### src/hdl/tccw_pkg.sv
// Package for the text console cell writer: field widths, character codes,
// the microcode word and the microcode ROM. It depends on nothing else.
package tccw_pkg;

   localparam int COLUMNS_DEF  = 80;
   localparam int ROWS_DEF     = 25;
   localparam int TAB_STOP_DEF = 8;

   localparam int CHAR_W        = 8;
   localparam int ATTR_W        = 8;
   localparam int COL_W         = 7;
   localparam int ROW_W         = 5;
   localparam int INDEX_W       = 11;
   localparam int INDEX_FULL_W  = COL_W + ROW_W;
   localparam int WORD_W        = 16;
   localparam int PHASE_W       = 3;
   localparam int COUNT_W       = 4;
   localparam int STEP_W        = 3;

   localparam logic [ATTR_W-1:0] ATTR_RESET   = 8'h07;
   localparam logic [CHAR_W-1:0] CH_BACKSPACE = 8'd8;
   localparam logic [CHAR_W-1:0] CH_TAB       = 8'd9;
   localparam logic [CHAR_W-1:0] CH_NEWLINE   = 8'd10;
   localparam logic [CHAR_W-1:0] CH_SPACE     = 8'd32;

   typedef logic [STEP_W-1:0] step_type;

   localparam step_type STEP_FETCH     = 3'd0;
   localparam step_type STEP_TAB       = 3'd1;
   localparam step_type STEP_NEWLINE   = 3'd2;
   localparam step_type STEP_BACKSPACE = 3'd3;
   localparam step_type STEP_BLANK     = 3'd4;
   localparam step_type STEP_PRINT     = 3'd5;

   typedef enum logic [1:0] {
      CUR_HOLD,
      CUR_ADVANCE,
      CUR_NEXT_LINE,
      CUR_RETREAT
   } cursor_op_type;

   typedef enum logic [1:0] {
      JMP_FETCH,
      JMP_REPEAT,
      JMP_NEXT,
      JMP_GOTO
   } jump_type;

   typedef struct packed {
      logic          emit;
      logic          use_char;
      logic          last_on_count;
      logic          dec_count;
      cursor_op_type cursor_op;
      jump_type      jump;
      step_type      target;
   } uword_type;

   typedef struct packed {
      logic     accept;
      logic     fire;
      logic     more;
      step_type dispatch;
   } seq_status_type;

   function automatic uword_type ucode_rom(input step_type step);
      uword_type w;
      w = '{emit: 1'b0, use_char: 1'b0, last_on_count: 1'b0, dec_count: 1'b0,
            cursor_op: CUR_HOLD, jump: JMP_GOTO, target: STEP_FETCH};
      case (step)
         STEP_FETCH: begin
            w.jump = JMP_FETCH;
         end
         STEP_TAB: begin
            w.emit          = 1'b1;
            w.last_on_count = 1'b1;
            w.dec_count     = 1'b1;
            w.cursor_op     = CUR_ADVANCE;
            w.jump          = JMP_REPEAT;
            w.target        = STEP_TAB;
         end
         STEP_NEWLINE: begin
            w.cursor_op = CUR_NEXT_LINE;
         end
         STEP_BACKSPACE: begin
            w.cursor_op = CUR_RETREAT;
            w.jump      = JMP_NEXT;
         end
         STEP_BLANK: begin
            w.emit = 1'b1;
         end
         STEP_PRINT: begin
            w.emit      = 1'b1;
            w.use_char  = 1'b1;
            w.cursor_op = CUR_ADVANCE;
         end
         default: begin
            w.jump = JMP_GOTO;
         end
      endcase
      return w;
   endfunction

endpackage

### src/hdl/tccw_req_if.sv
// Input channel of the text console cell writer: one character code per item.
// Depends on tccw_pkg.
interface tccw_req_if;
   logic                        valid;
   logic                        ready;
   logic [tccw_pkg::CHAR_W-1:0] char_code;

   modport source (output valid, output char_code, input ready);
   modport sink (input valid, input char_code, output ready);
endinterface

### src/hdl/tccw_rsp_if.sv
// Result channel of the text console cell writer: one written cell per item.
// Depends on tccw_pkg.
interface tccw_rsp_if;
   logic                         valid;
   logic                         ready;
   logic [tccw_pkg::INDEX_W-1:0] cell_index;
   logic [tccw_pkg::WORD_W-1:0]  cell_word;
   logic                         last_write;

   modport source (output valid, output cell_index, output cell_word, output last_write,
                   input ready);
   modport sink (input valid, input cell_index, input cell_word, input last_write,
                 output ready);
endinterface

### src/hdl/tccw_csr_if.sv
// Configuration write channel of the text console cell writer: the attribute byte.
// Depends on tccw_pkg.
interface tccw_csr_if;
   logic                        valid;
   logic                        ready;
   logic [tccw_pkg::ATTR_W-1:0] text_attribute;

   modport source (output valid, output text_attribute, input ready);
   modport sink (input valid, input text_attribute, output ready);
endinterface

### src/hdl/tccw_seq.sv
// Microcode sequencer of the text console cell writer: step counter, ROM and jumps.
// Depends on tccw_pkg.
module tccw_seq (
   input  logic                     clock,
   input  logic                     reset,
   input  tccw_pkg::seq_status_type status,
   output tccw_pkg::uword_type      uword,
   output logic                     fetching
);

   tccw_pkg::step_type step_ff;
   tccw_pkg::step_type step_in;

   assign uword    = tccw_pkg::ucode_rom(step_ff);
   assign fetching = (uword.jump == tccw_pkg::JMP_FETCH);

   always_comb begin
      step_in = step_ff;
      case (uword.jump)
         tccw_pkg::JMP_FETCH: begin
            if (status.accept) step_in = status.dispatch;
         end
         tccw_pkg::JMP_REPEAT: begin
            if (status.fire) step_in = status.more ? uword.target : tccw_pkg::STEP_FETCH;
         end
         tccw_pkg::JMP_NEXT: begin
            if (status.fire) step_in = step_ff + 3'd1;
         end
         tccw_pkg::JMP_GOTO: begin
            if (status.fire) step_in = uword.target;
         end
         default: begin
            step_in = tccw_pkg::STEP_FETCH;
         end
      endcase
   end

   always_ff @(posedge clock) begin
      if (reset) begin
         step_ff <= tccw_pkg::STEP_FETCH;
      end else begin
         step_ff <= step_in;
      end
   end

endmodule

### src/hdl/text_console_cell_writer.sv
// Top level of the text console cell writer: cursor datapath, result register
// and configuration register. Depends on tccw_pkg, the three channel interfaces
// and tccw_seq.
//
// Usage: req_chan carries one character code per item. Each item produces zero
// or more cell writes on rsp_chan, each with the cell index (row times columns
// plus column) and the cell word (attribute high, character low); last_write
// marks the final write of an item. A newline produces no result, a printable
// byte or a backspace one, and a tab one to TAB_STOP spaces.
// csr_chan writes the attribute byte and is always ready.
// The first result is registered from the first write step of an item, which
// directly follows the fetch step, or the retreat step for a backspace.
// An item takes a fetch step plus a print or newline step, a retreat and a blank
// step for a backspace, or a write step per space for a tab. The sequencer runs
// one step per cycle unless a write stalls, with at most one cell write per step.
// Reset puts the cursor at row 0, column 0 and the attribute at 7.
// When the receiver stalls, the pending result is held in the output register
// and the sequencer waits at its next write step; steps that write nothing, the fetch step included, go on.
module text_console_cell_writer #(
   parameter int COLUMNS  = tccw_pkg::COLUMNS_DEF,
   parameter int ROWS     = tccw_pkg::ROWS_DEF,
   parameter int TAB_STOP = tccw_pkg::TAB_STOP_DEF
) (
   input  logic       clock,
   input  logic       reset,
   tccw_req_if.sink   req_chan,
   tccw_rsp_if.source rsp_chan,
   tccw_csr_if.sink   csr_chan
);

   localparam logic [tccw_pkg::COL_W-1:0]   LAST_COL   = tccw_pkg::COL_W'(COLUMNS - 1);
   localparam logic [tccw_pkg::ROW_W-1:0]   LAST_ROW   = tccw_pkg::ROW_W'(ROWS - 1);
   localparam logic [tccw_pkg::PHASE_W-1:0] LAST_PHASE = tccw_pkg::PHASE_W'(TAB_STOP - 1);
   localparam logic [tccw_pkg::PHASE_W-1:0] END_PHASE  =
      tccw_pkg::PHASE_W'((COLUMNS - 1) % TAB_STOP);
   localparam logic [tccw_pkg::COUNT_W-1:0] TAB_COUNT  = tccw_pkg::COUNT_W'(TAB_STOP);

   tccw_pkg::uword_type      uword;
   tccw_pkg::seq_status_type status;
   logic                     fetching;
   logic                     out_free;
   logic                     last;

   logic [tccw_pkg::ATTR_W-1:0]       attr_ff;
   logic [tccw_pkg::CHAR_W-1:0]       char_ff;
   logic [tccw_pkg::COL_W-1:0]        col_ff, col_in;
   logic [tccw_pkg::ROW_W-1:0]        row_ff, row_in;
   logic [tccw_pkg::PHASE_W-1:0]      phase_ff, phase_in;
   logic [tccw_pkg::COUNT_W-1:0]      count_ff;
   logic [tccw_pkg::INDEX_FULL_W-1:0] index_full;
   logic                              rsp_valid_ff;
   logic [tccw_pkg::INDEX_W-1:0]      rsp_index_ff;
   logic [tccw_pkg::WORD_W-1:0]       rsp_word_ff;
   logic                              rsp_last_ff;

   tccw_seq u_seq (
      .clock    (clock),
      .reset    (reset),
      .status   (status),
      .uword    (uword),
      .fetching (fetching)
   );

   assign req_chan.ready = fetching;
   assign csr_chan.ready = 1'b1;
   assign out_free       = !rsp_valid_ff || rsp_chan.ready;

   always_comb begin
      status.accept = req_chan.valid && req_chan.ready;
      status.fire   = !uword.emit || out_free;
      status.more   = (count_ff > 4'd1);
      case (req_chan.char_code)
         tccw_pkg::CH_TAB:       status.dispatch = tccw_pkg::STEP_TAB;
         tccw_pkg::CH_NEWLINE:   status.dispatch = tccw_pkg::STEP_NEWLINE;
         tccw_pkg::CH_BACKSPACE: status.dispatch = tccw_pkg::STEP_BACKSPACE;
         default:                status.dispatch = tccw_pkg::STEP_PRINT;
      endcase
   end

   assign index_full = tccw_pkg::INDEX_FULL_W'(row_ff) * tccw_pkg::INDEX_FULL_W'(COLUMNS)
                     + tccw_pkg::INDEX_FULL_W'(col_ff);
   assign last       = uword.last_on_count ? (count_ff == 4'd1) : 1'b1;

   always_comb begin
      col_in   = col_ff;
      row_in   = row_ff;
      phase_in = phase_ff;
      case (uword.cursor_op)
         tccw_pkg::CUR_HOLD: begin
            col_in = col_ff;
         end
         tccw_pkg::CUR_ADVANCE: begin
            if (col_ff == LAST_COL) begin
               col_in   = '0;
               phase_in = '0;
               row_in   = (row_ff == LAST_ROW) ? '0 : row_ff + 5'd1;
            end else begin
               col_in   = col_ff + 7'd1;
               phase_in = (phase_ff == LAST_PHASE) ? '0 : phase_ff + 3'd1;
            end
         end
         tccw_pkg::CUR_NEXT_LINE: begin
            col_in   = '0;
            phase_in = '0;
            row_in   = (row_ff == LAST_ROW) ? '0 : row_ff + 5'd1;
         end
         tccw_pkg::CUR_RETREAT: begin
            if (col_ff == '0) begin
               col_in   = LAST_COL;
               phase_in = END_PHASE;
               row_in   = (row_ff == '0) ? LAST_ROW : row_ff - 5'd1;
            end else begin
               col_in   = col_ff - 7'd1;
               phase_in = (phase_ff == '0) ? LAST_PHASE : phase_ff - 3'd1;
            end
         end
         default: begin
            col_in = col_ff;
         end
      endcase
   end

   always_ff @(posedge clock) begin
      if (reset) begin
         attr_ff      <= tccw_pkg::ATTR_RESET;
         col_ff       <= '0;
         row_ff       <= '0;
         phase_ff     <= '0;
         count_ff     <= '0;
         rsp_valid_ff <= 1'b0;
      end else begin
         if (csr_chan.valid && csr_chan.ready) attr_ff <= csr_chan.text_attribute;
         if (status.accept) begin
            count_ff <= TAB_COUNT - tccw_pkg::COUNT_W'(phase_ff);
         end else if (status.fire && uword.dec_count) begin
            count_ff <= count_ff - 4'd1;
         end
         if (status.fire) begin
            col_ff   <= col_in;
            row_ff   <= row_in;
            phase_ff <= phase_in;
         end
         if (status.fire && uword.emit) begin
            rsp_valid_ff <= 1'b1;
         end else if (rsp_chan.ready) begin
            rsp_valid_ff <= 1'b0;
         end
      end
   end

   always_ff @(posedge clock) begin
      if (status.accept) char_ff <= req_chan.char_code;
      if (status.fire && uword.emit) begin
         rsp_index_ff <= index_full[tccw_pkg::INDEX_W-1:0];
         rsp_word_ff  <= {attr_ff, uword.use_char ? char_ff : tccw_pkg::CH_SPACE};
         rsp_last_ff  <= last;
      end
   end

   assign rsp_chan.valid      = rsp_valid_ff;
   assign rsp_chan.cell_index = rsp_index_ff;
   assign rsp_chan.cell_word  = rsp_word_ff;
   assign rsp_chan.last_write = rsp_last_ff;

   // The cursor always stays on the screen.
   assert property (@(posedge clock) disable iff (reset)
      (col_ff <= LAST_COL) && (row_ff <= LAST_ROW))
      else $error("cursor outside the screen");

   // The tab phase restarts at every line start.
   assert property (@(posedge clock) disable iff (reset)
      (col_ff == '0) |-> (phase_ff == '0))
      else $error("tab phase not zero at column zero");

   // A counted write step always has spaces left to write.
   assert property (@(posedge clock) disable iff (reset)
      uword.dec_count |-> (count_ff != '0) && (count_ff <= TAB_COUNT))
      else $error("tab count out of range");

   // A new item is only taken once the last write of the previous one is issued.
   assert property (@(posedge clock) disable iff (reset)
      (status.accept && rsp_valid_ff) |-> rsp_last_ff)
      else $error("item accepted while its predecessor still writes");

endmodule
### src/flat_wrapper.sv
// flat-port wrapper written by rule: the top's interface ports become plain ports
module text_console_cell_writer_flat 
#(
   parameter int COLUMNS  = tccw_pkg::COLUMNS_DEF,
   parameter int ROWS     = tccw_pkg::ROWS_DEF,
   parameter int TAB_STOP = tccw_pkg::TAB_STOP_DEF
)
  (clock, reset, req_chan_valid, req_chan_char_code, req_chan_ready, rsp_chan_valid, rsp_chan_cell_index, rsp_chan_cell_word, rsp_chan_last_write, rsp_chan_ready, csr_chan_valid, csr_chan_text_attribute, csr_chan_ready);
  tccw_req_if req_chan_i ();
  tccw_rsp_if rsp_chan_i ();
  tccw_csr_if csr_chan_i ();
  input  logic clock;
  input  logic reset;
  input wire logic [$bits(req_chan_i.valid)-1:0] req_chan_valid;
  input wire logic [$bits(req_chan_i.char_code)-1:0] req_chan_char_code;
  output wire logic [$bits(req_chan_i.ready)-1:0] req_chan_ready;
  output wire logic [$bits(rsp_chan_i.valid)-1:0] rsp_chan_valid;
  output wire logic [$bits(rsp_chan_i.cell_index)-1:0] rsp_chan_cell_index;
  output wire logic [$bits(rsp_chan_i.cell_word)-1:0] rsp_chan_cell_word;
  output wire logic [$bits(rsp_chan_i.last_write)-1:0] rsp_chan_last_write;
  input wire logic [$bits(rsp_chan_i.ready)-1:0] rsp_chan_ready;
  input wire logic [$bits(csr_chan_i.valid)-1:0] csr_chan_valid;
  input wire logic [$bits(csr_chan_i.text_attribute)-1:0] csr_chan_text_attribute;
  output wire logic [$bits(csr_chan_i.ready)-1:0] csr_chan_ready;
  assign req_chan_i.valid = req_chan_valid;
  assign req_chan_i.char_code = req_chan_char_code;
  assign req_chan_ready = req_chan_i.ready;
  assign rsp_chan_valid = rsp_chan_i.valid;
  assign rsp_chan_cell_index = rsp_chan_i.cell_index;
  assign rsp_chan_cell_word = rsp_chan_i.cell_word;
  assign rsp_chan_last_write = rsp_chan_i.last_write;
  assign rsp_chan_i.ready = rsp_chan_ready;
  assign csr_chan_i.valid = csr_chan_valid;
  assign csr_chan_i.text_attribute = csr_chan_text_attribute;
  assign csr_chan_ready = csr_chan_i.ready;
  text_console_cell_writer #(.COLUMNS(COLUMNS), .ROWS(ROWS), .TAB_STOP(TAB_STOP)) u_core (.clock(clock), .reset(reset), .req_chan(req_chan_i), .rsp_chan(rsp_chan_i), .csr_chan(csr_chan_i));
endmodule
### config.mk
export PLATFORM = sky130hd
export DESIGN_NAME = text_console_cell_writer_flat
export DESIGN_NICKNAME = d
export VERILOG_FILES = /design/src/hdl/tccw_pkg.sv /design/src/hdl/tccw_req_if.sv /design/src/hdl/tccw_rsp_if.sv /design/src/hdl/tccw_csr_if.sv /design/src/hdl/tccw_seq.sv /design/src/hdl/text_console_cell_writer.sv /design/src/flat_wrapper.sv
export SDC_FILE = /design/constraint.sdc
export NUM_CORES = 1
export LEC_CHECK = 0
export BUFFER_PORTS_ARGS = -buffer_cell sky130_fd_sc_hd__buf_2
export CORE_ASPECT_RATIO = 1.4
export CORE_MARGIN = 2
export CORE_UTILIZATION = 25
export DETAILED_ROUTE_END_ITERATION = 12
export PLACE_DENSITY = 0.5
export SYNTH_ARGS = -nofsm -noshare
export SYNTH_HDL_FRONTEND = slang
export SYNTH_SLANG_ARGS = --single-unit
### constraint.sdc
create_clock -name clock -period 2.85 [get_ports clock]
set_clock_uncertainty 0.15 [all_clocks]
set_input_delay 0.57 -clock clock [delete_from_list [all_inputs] [get_ports clock]]
set_output_delay 0.57 -clock clock [all_outputs]
set_load 0.1 [all_outputs]
# Word-level counts from Yosys, hierarchy flattened
# Cells that the tools add are included.
[totals] mem_bits_ro=0 ram_bits=0 word_cells=101 latch_bits=0 inputBits=21 out_inout_bits=31 reg_bits=67 n_memories=0
[op_classes] reduce_logical=22 div=0 n_mux=30 magnitude_cmp=1 n_eq_ne=24 shifts=0 add_sub_neg=10 n_mul=1 bitwise=1
[ops] operator="$mux 3" count=9
[ops] operator="$eq 8x4->1 const B" count=3
[ops] operator="$pmux 7 s3" count=1
[ops] operator="$mux 5" count=4
[ops] operator="$pmux 3 s3" count=2
[ops] operator="$pmux 5 s3" count=1
[ops] operator="$mux 7" count=2
[ops] operator="$pmux 2 s3" count=2
[ops] operator="$pmux 3 s4" count=1
[ops] operator="$add 11x7->11" count=1
[ops] operator="$ne 2x1->1 const B" count=5
[ops] operator="$eq 3x3->1 const B" count=3
[ops] operator="$eq 2x2->1 const B" count=4
[ops] operator="$mux 4" count=2
[ops] operator="$reduce_and 4->1" count=2
[ops] operator="$add 7x1->7 const B" count=1
[ops] operator="$eq 7x7->1 const B" count=1
[ops] operator="$logic_not 7->1" count=1
[ops] operator="$mul 5x3->7 const B" count=1
[ops] operator="$sub 7x1->7 const B" count=1
[ops] operator="$add 3x1->3 const B" count=2
[ops] operator="$eq 3x2->1 const B" count=2
[ops] operator="$logic_not 3->1" count=2
[ops] operator="$add 5x1->5 const B" count=1
[ops] operator="other kinds (23)" count=35

# Depth between registers and ports, before layout
# Gate-level depths: netlist of run 1.
[depth] depth_word=8 mapped_depth=9 mapped_depth_nobuf=8

# Modules after synthesis
# A second synthesis of run 1 with hierarchy kept.
[hier_totals] cells_unflattened=360 hier_area_um2=3676.0
[by_module_without_submodules] module="text_console_cell_writer" area_each_um2=3253.1 cells_per_inst=309 seq_area_each_um2=1641.6 instances=1
[by_module_without_submodules] module="tccw_seq" area_each_um2=422.9 cells_per_inst=51 seq_area_each_um2=60.1 instances=1

# Least setup slack after synthesis of run 1
# No wires, ideal clock.
[synth_path] kind="reg2reg" from="register u_core.rsp_valid_ff, in the netlist u_core.rsp_chan.valid" to="register u_core.rsp_index_ff, in the netlist u_core.rsp_chan.cell_index[0] (enable)" stages_incl_launch_ff=3 slack_ps=131 setup_time_ps=413 synth_period_minus_slack_ps=2719 n_path_buf=0 t_arrival_ps=2156 t_required_ps=2287 cell_sequence="dfxtp_1 > nor2b_1 > nor2_1"
[synth_between] elab_chain_len=4
[synth_rtl] element="from (decl)" line="text_console_cell_writer.sv:51" rtl="logic rsp_valid_ff;"
[synth_rtl] element="from (signal assigned)" line="text_console_cell_writer.sv:130" rtl="rsp_valid_ff <= 1'b0;"
[synth_rtl] element="from (signal assigned)" line="text_console_cell_writer.sv:144" rtl="rsp_valid_ff <= 1'b1;"
[synth_rtl] element="from (signal assigned)" line="text_console_cell_writer.sv:146" rtl="rsp_valid_ff <= 1'b0;"
[synth_rtl] element="$logic_not 1->1" line="text_console_cell_writer.sv:66" rtl="assign out_free = !rsp_valid_ff || rsp_chan.ready;"
[synth_rtl] element="$logic_or 1x1->1" line="text_console_cell_writer.sv:66"
[synth_rtl] element="$logic_or 1x1->1" line="text_console_cell_writer.sv:70" rtl="status.fire = !uword.emit || out_free;"
[synth_rtl] element="$logic_and 1x1->1" line="text_console_cell_writer.sv:153" rtl="if (status.fire && uword.emit) begin"
[synth_rtl] element="to (signal assigned)" line="text_console_cell_writer.sv:154" rtl="rsp_index_ff <= index_full[tccw_pkg::INDEX_W-1:0];"
[synth_rtl] element="to (decl)" line="text_console_cell_writer.sv:52" rtl="logic [tccw_pkg::INDEX_W-1:0] rsp_index_ff;"
# No other way between the ends.
# A chain may end at the register's enable or synchronous reset.

# Final worst setup path of run 1
[layout_path] from="register u_core.u_seq.step_ff[1]" to="output req_chan_ready"
[layout_between] elab_chain_len=3 word_cells_on_any_way=5 cone_classes="eq/ne (2); mux (1); reduce/logical (2)"
[layout_rtl] element="from (decl)" line="tccw_seq.sv:11" rtl="tccw_pkg::step_type step_ff;"
[layout_rtl] element="from (signal assigned)" line="tccw_seq.sv:40" rtl="step_ff <= tccw_pkg::STEP_FETCH;"
[layout_rtl] element="from (signal assigned)" line="tccw_seq.sv:42" rtl="step_ff <= step_in;"
[layout_rtl] element="$eq 3x2->1 (tied with other cells)" line="tccw_pkg.sv:70" rtl="case (step)"
[layout_rtl] element="$pmux 2 s3 *" line="tccw_pkg.sv:70"
[layout_rtl] element="$logic_not 2->1 *" line="tccw_seq.sv:15" rtl="assign fetching = (uword.jump == tccw_pkg::JMP_FETCH);"
[layout_rtl] element="to (decl)" line="flat_wrapper.sv:16" rtl="output wire logic [$bits(req_chan_i.ready)-1:0] req_chan_ready;"
# Every way passes the cells marked *; elsewhere a longest branch is shown, timed or not.

==> results.sh, run 1 <==
export IMPL_gr_total_overflow=0
export IMPL_max_clock_freq_mhz=378.5
export IMPL_ys_seq_area_frac=0.4691
export IMPL_multi_input_area_um2=1773
export IMPL_synth_warnings=0
export IMPL_vias_per_cell=4.615
export IMPL_cts_setup_buffers=0
export IMPL_grt_usage=0.1043
export IMPL_grt_pass1_vias=2686
export IMPL_holdWs_ns=0.2714
export IMPL_pre_cts_ws_ns=0.3863
export IMPL_yosysTopAreaCellShare=0.2980
export IMPL_core_area_um2=14310
export IMPL_synthesis_area_um2=3627
export IMPL_r2r_start="u_core.row_ff[1]"
export IMPL_fin_area_um2=4418
export IMPL_synth_commonest_cells="36 x edfxtp_1, 31 x dfxtp_1, 27 x ha_1"
export IMPL_cts_tree="built"
export IMPL_ctsRootBufferMaster="clkbuf_16"
export IMPL_arrival_ns=1.92
export IMPL_maxCapViolations=0
export IMPL_reg2reg_to="u_core.rsp_chan.cell_index[10]"
export IMPL_start_kind="flip-flop"
export IMPL_required_ns=2.13
export IMPL_dpl_cell_area_um2=4101
export IMPL_tns_ns=0
export IMPL_fp_row_count=52
export IMPL_ys_seq_elements=67
export IMPL_antenna_found_initial=0
export IMPL_setup_ws_ns=0.2078
export IMPL_drt_total_wl_mm=7.745
export IMPL_synth_area_per_cell_um2=10.54
export IMPL_via_count=2723
export IMPL_dieHeight_um=146.5
export IMPL_numPortBuffers=50
export IMPL_tightestPinTransition_ns=0.7005
export IMPL_area_growth_pct=21.80
export IMPL_yosysTopAreaCell="edfxtp_1"
export IMPL_final_layout_size_suffix_gt1_frac=0.2120
export IMPL_die_w_um=105.8
export IMPL_endpoint="req_chan_ready"
export IMPL_drc_errors=0
export IMPL_timing_final_max_slew_violations=0
export IMPL_synth_ff_type="edfxtp_1"
export IMPL_cts_hold_buf=0
export IMPL_diodes=0
export IMPL_rr_worst_depth=7
export IMPL_routabilityCongestion=0.7572
export IMPL_hold_class="flip-flop to flip-flop"
export IMPL_antenna_left=0
export IMPL_cts_max_path_buffers=2
export IMPL_cts_buffers=9
export IMPL_startpoint="u_core.u_seq.step_ff[1]"
export IMPL_ios=52
export IMPL_async_flop_share=0
export IMPL_yosysMostFrequentCell="edfxtp_1"
export IMPL_floorplan_initialDensity=0.2534
export IMPL_clk_pin_slew_ns=0.06
export IMPL_fin_crit_sh=0.9271
export IMPL_clock_latency_ns=0.33
export IMPL_hpwl_mm=5.603
export IMPL_grt_pass1_wl_mm=12.90
export IMPL_htreeDepth=3
export IMPL_grt_setup_unrepaired="no"
export IMPL_postSynthCellCount=344
export IMPL_drtPass1Iterations=4
export IMPL_synth_edf_count=36
export IMPL_crit_fanout=6
export IMPL_synth_cell_types=61
export IMPL_synth_area_leaders="edfxtp_1 30%, dfxtp_1 17%, ha_1 9.3%"
export IMPL_drt_initial_drc_count=124
export IMPL_max_slew_margin=0.5325
export IMPL_die_area_um2=15500
export IMPL_n_fill_cell=1531
export IMPL_crit_path_end_kind="output port"
export IMPL_routedWlPerCell_um=13.13
export IMPL_hold_viol=0
export IMPL_setup_viol=0
export IMPL_run_status="completed"
export IMPL_final_seq_area_um2=1702
export IMPL_finish_net_count=446
export IMPL_crit_type="flip-flop to output port"
export IMPL_cts_num_sinks=67
export IMPL_grt_max_degree=33
export IMPL_min_period_ns=2.642
export IMPL_reg2reg_slack_ns=0.38
export IMPL_post_cts_resized=0
export IMPL_synth_fp_nets=394
sequential cells by signal, indices dropped and copies added, names as in the netlist:
name / flops
u_core.col_ff: 7
u_core.phase_ff: 3
u_core.count_ff: 4
u_core.u_seq.step_ff: 3
u_core.char_ff: 8
u_core.rsp_chan.cell_word: 16
u_core.rsp_chan.last_write: 1
u_core.row_ff: 5
u_core.rsp_chan.cell_index: 11
u_core.rsp_chan.valid: 1
u_core.attr_ff: 8
layout by cell type (no fill, tap or decap), types with 5 or more instances in the layout:
cell type | synthesis | layout
a21oi_1 | 25 | 25
nand2b_1 | 7 | 7
nor2_1 | 23 | 22
a211oi_1 | 11 | 11
buf_2 | 3 | 49
dfxtp_1 | 31 | 31
mux2i_1 | 10 | 10
nand3_1 | 5 | 5
nor3_1 | 6 | 6
o21ai_0 | 16 | 16
xor2_1 | 8 | 8
nor2b_1 | 7 | 7
clkbuf_16 | 0 | 9
edfxtp_1 | 36 | 36
inv_1 | 17 | 17
nor3b_1 | 5 | 5
buf_4 | 3 | 7
and3_1 | 10 | 10
nand2_1 | 14 | 14
a211o_1 | 5 | 5
xnor2_1 | 6 | 6
ha_1 | 27 | 27
routing by layer:
metal	track usage	wire, um	vias to the layer above
met4	0.04539	163	0
met3	0.03259	362	14
met1	0.1160	3300	1287
li1	-	-	1366
met5	0	0	-
met2	0.1819	3917	56
worst max-delay path, cell delays in order (launching register included):
cell	delay, ns
dfxtp_1	0.41
inv_1	0.12
ha_1	0.21
or4b_4	0.55
clkinv_2	0.11
buf_12	0.17
logic make-up after synthesis:
kind of cell,share of synthesized area
other,0.001034
AND/OR/NAND/NOR,0.1528
XOR/XNOR,0.03381
buffers and inverters,0.04277
adder cells (fa/ha/maj),0.1042
AO/OA/AOI/OAI,0.1687
multiplexers,0.02760
flip-flops,0.4691
worst min-delay path by stage:
| stage | startpoint | end | slack [ns] | cells past startpoint |
|---|---|---|---|---|
| after floorplan | u_core.attr_ff[2] | u_core.rsp_chan.cell_word[10] | 0.25 | 0 |
| after global placement | u_core.attr_ff[2] | u_core.rsp_chan.cell_word[10] | 0.25 | 0 |
| after detailed placement | u_core.attr_ff[2] | u_core.rsp_chan.cell_word[10] | 0.26 | 0 |
| after CTS | req_chan_char_code[5] | u_core.char_ff[5] | 0.26 | 1 |
| after global routing | req_chan_char_code[5] | u_core.char_ff[5] | 0.26 | 1 |
| final | u_core.attr_ff[0] | u_core.rsp_chan.cell_word[8] | 0.27 | 0 |
through the flow:
step,cells,util
global route,590,0.3087
finish,590,0.3087
floorplan,344,-
detailed placement,574,0.2865
CTS,590,0.3087
global placement,574,0.2865
cell type report:
type / count / area share
Clock buffer: 9 / 0.05098
Tap cell: 189 / 0.05353
Sequential cell: 67 / 0.3852
Timing Repair Buffer: 57 / 0.07193
Inverter: 19 / 0.01643
Multi-Input combinational cell: 242 / 0.4013
Clock inverter: 7 / 0.02067
Power of run 1 is left out: the tool's default activity adds up to more than one toggle a clock period on the data nets, which glitch-free logic cannot reach.
==> inputs of run 2 (changes only) <==
- PLACE_DENSITY: 0.5 -> 0.47
==> results.sh, run 2 (synthesis results as in run 1) <==
export IMPL_run_status="completed"
export IMPL_required_ns=2.13
export IMPL_dpl_cell_area_um2=4116
export IMPL_via_count=2722
export IMPL_max_clock_freq_mhz=378.3
export IMPL_hold_viol=0
export IMPL_grt_pass1_wl_mm=12.98
export IMPL_fin_crit_sh=0.9276
export IMPL_core_area_um2=14310
export IMPL_crit_type="flip-flop to output port"
export IMPL_timing_final_max_slew_violations=0
export IMPL_post_cts_resized=0
export IMPL_maxCapViolations=0
export IMPL_cts_num_sinks=67
export IMPL_drtPass1Iterations=4
export IMPL_grt_pass1_vias=2688
export IMPL_clock_latency_ns=0.33
export IMPL_area_growth_pct=21.77
export IMPL_cpPeakStageDelay_ns=0.56
export IMPL_antenna_left=0
export IMPL_die_area_um2=15500
export IMPL_tightestPinTransition_ns=0.6780
export IMPL_gr_total_overflow=0
export IMPL_die_w_um=105.8
export IMPL_tns_ns=0
export IMPL_grt_usage=0.1046
export IMPL_path_buf_inv=3
export IMPL_drt_total_wl_mm=7.666
export IMPL_grt_setup_unrepaired="no"
export IMPL_finish_net_count=448
export IMPL_setup_ws_ns=0.2065
export IMPL_utilization=0.3086
export IMPL_drt_initial_drc_count=97
export IMPL_arrival_ns=1.92
export IMPL_routedWlPerCell_um=12.95
export IMPL_fin_area_um2=4417
export IMPL_cts_buffers=9
export IMPL_final_cell_mix="49 x buf_2, 36 x edfxtp_1, 31 x dfxtp_1, 27 x ha_1, 25 x a21oi_1"
export IMPL_dieHeight_um=146.5
export IMPL_vias_per_cell=4.598
export IMPL_hold_class="input pin to flip-flop"
export IMPL_crit_path_end_kind="output port"
export IMPL_slowest_stage="or4b_4"
export IMPL_ios=52
export IMPL_crit_fanout=6
export IMPL_grt_max_degree=33
export IMPL_largest_reg_flops=16
export IMPL_cts_max_path_buffers=2
export IMPL_cts_hold_buf=0
export IMPL_drc_errors=0
export IMPL_final_layout_size_suffix_gt1_frac=0.2208
export IMPL_htreeDepth=3
export IMPL_fp_row_count=52
export IMPL_min_period_ns=2.644
export IMPL_cts_tree="built"
export IMPL_start_kind="flip-flop"
export IMPL_diodes=0
export IMPL_floorplan_initialDensity=0.2534
export IMPL_setup_viol=0
export IMPL_hpwl_mm=5.565
export IMPL_max_slew_margin=0.5480
export IMPL_ctsRootBufferMaster="clkbuf_16"
export IMPL_clk_pin_slew_ns=0.06
export IMPL_final_common_cell="buf_2"
export IMPL_pre_cts_ws_ns=0.4049
export IMPL_routabilityCongestion=0.7791
export IMPL_critPathTopFamily="simple AND/OR/NAND/NOR gates"
export IMPL_cts_setup_buffers=0
export IMPL_numPortBuffers=50
export IMPL_antenna_found_initial=0
export IMPL_path_cells="inv_1, ha_1, or4b_4, clkinv_2, buf_12"
[run 2: metal layers]
layer  global-route usage  vias up  routed length (um)
li1                     -     1375                   -
met1               0.1207     1280                3345
met2               0.1790       59                3815
met3              0.02813        8                 338
met4              0.04868        0                 167
met5                    0        -                   0
[run 2: cell type report]
type,count,area [um^2]
multi-input combinational,242,1773
tap,189,236.5
fill,1520,9897
clock inverter,7,75.07
timing repair buffer,59,332.8
clock buffer,9,225.2
inverter,19,72.57
sequential,67,1702
[run 2: final timing paths]
kind,cells after the start,slack (ns),startpoint,end
worst min-delay path,1,0.27,req_chan_char_code[2],u_core.char_ff[2]
worst min register to register,0,0.27,u_core.attr_ff[0],u_core.rsp_chan.cell_word[8]
worst max-delay path,5,0.21,u_core.u_seq.step_ff[1],req_chan_ready
worst max register to register,7,0.40,u_core.row_ff[3],u_core.rsp_chan.cell_index[10]
[run 2: through the flow]
stage / instances / hold slack [ns]
finish: 592 / 0.2685
global route: 592 / 0.2590
floorplan: 344 / 0.2505
detailed placement: 576 / 0.2602
global placement: 576 / 0.2542
CTS: 592 / 0.2584
Power of run 2 is left out for the same reason.
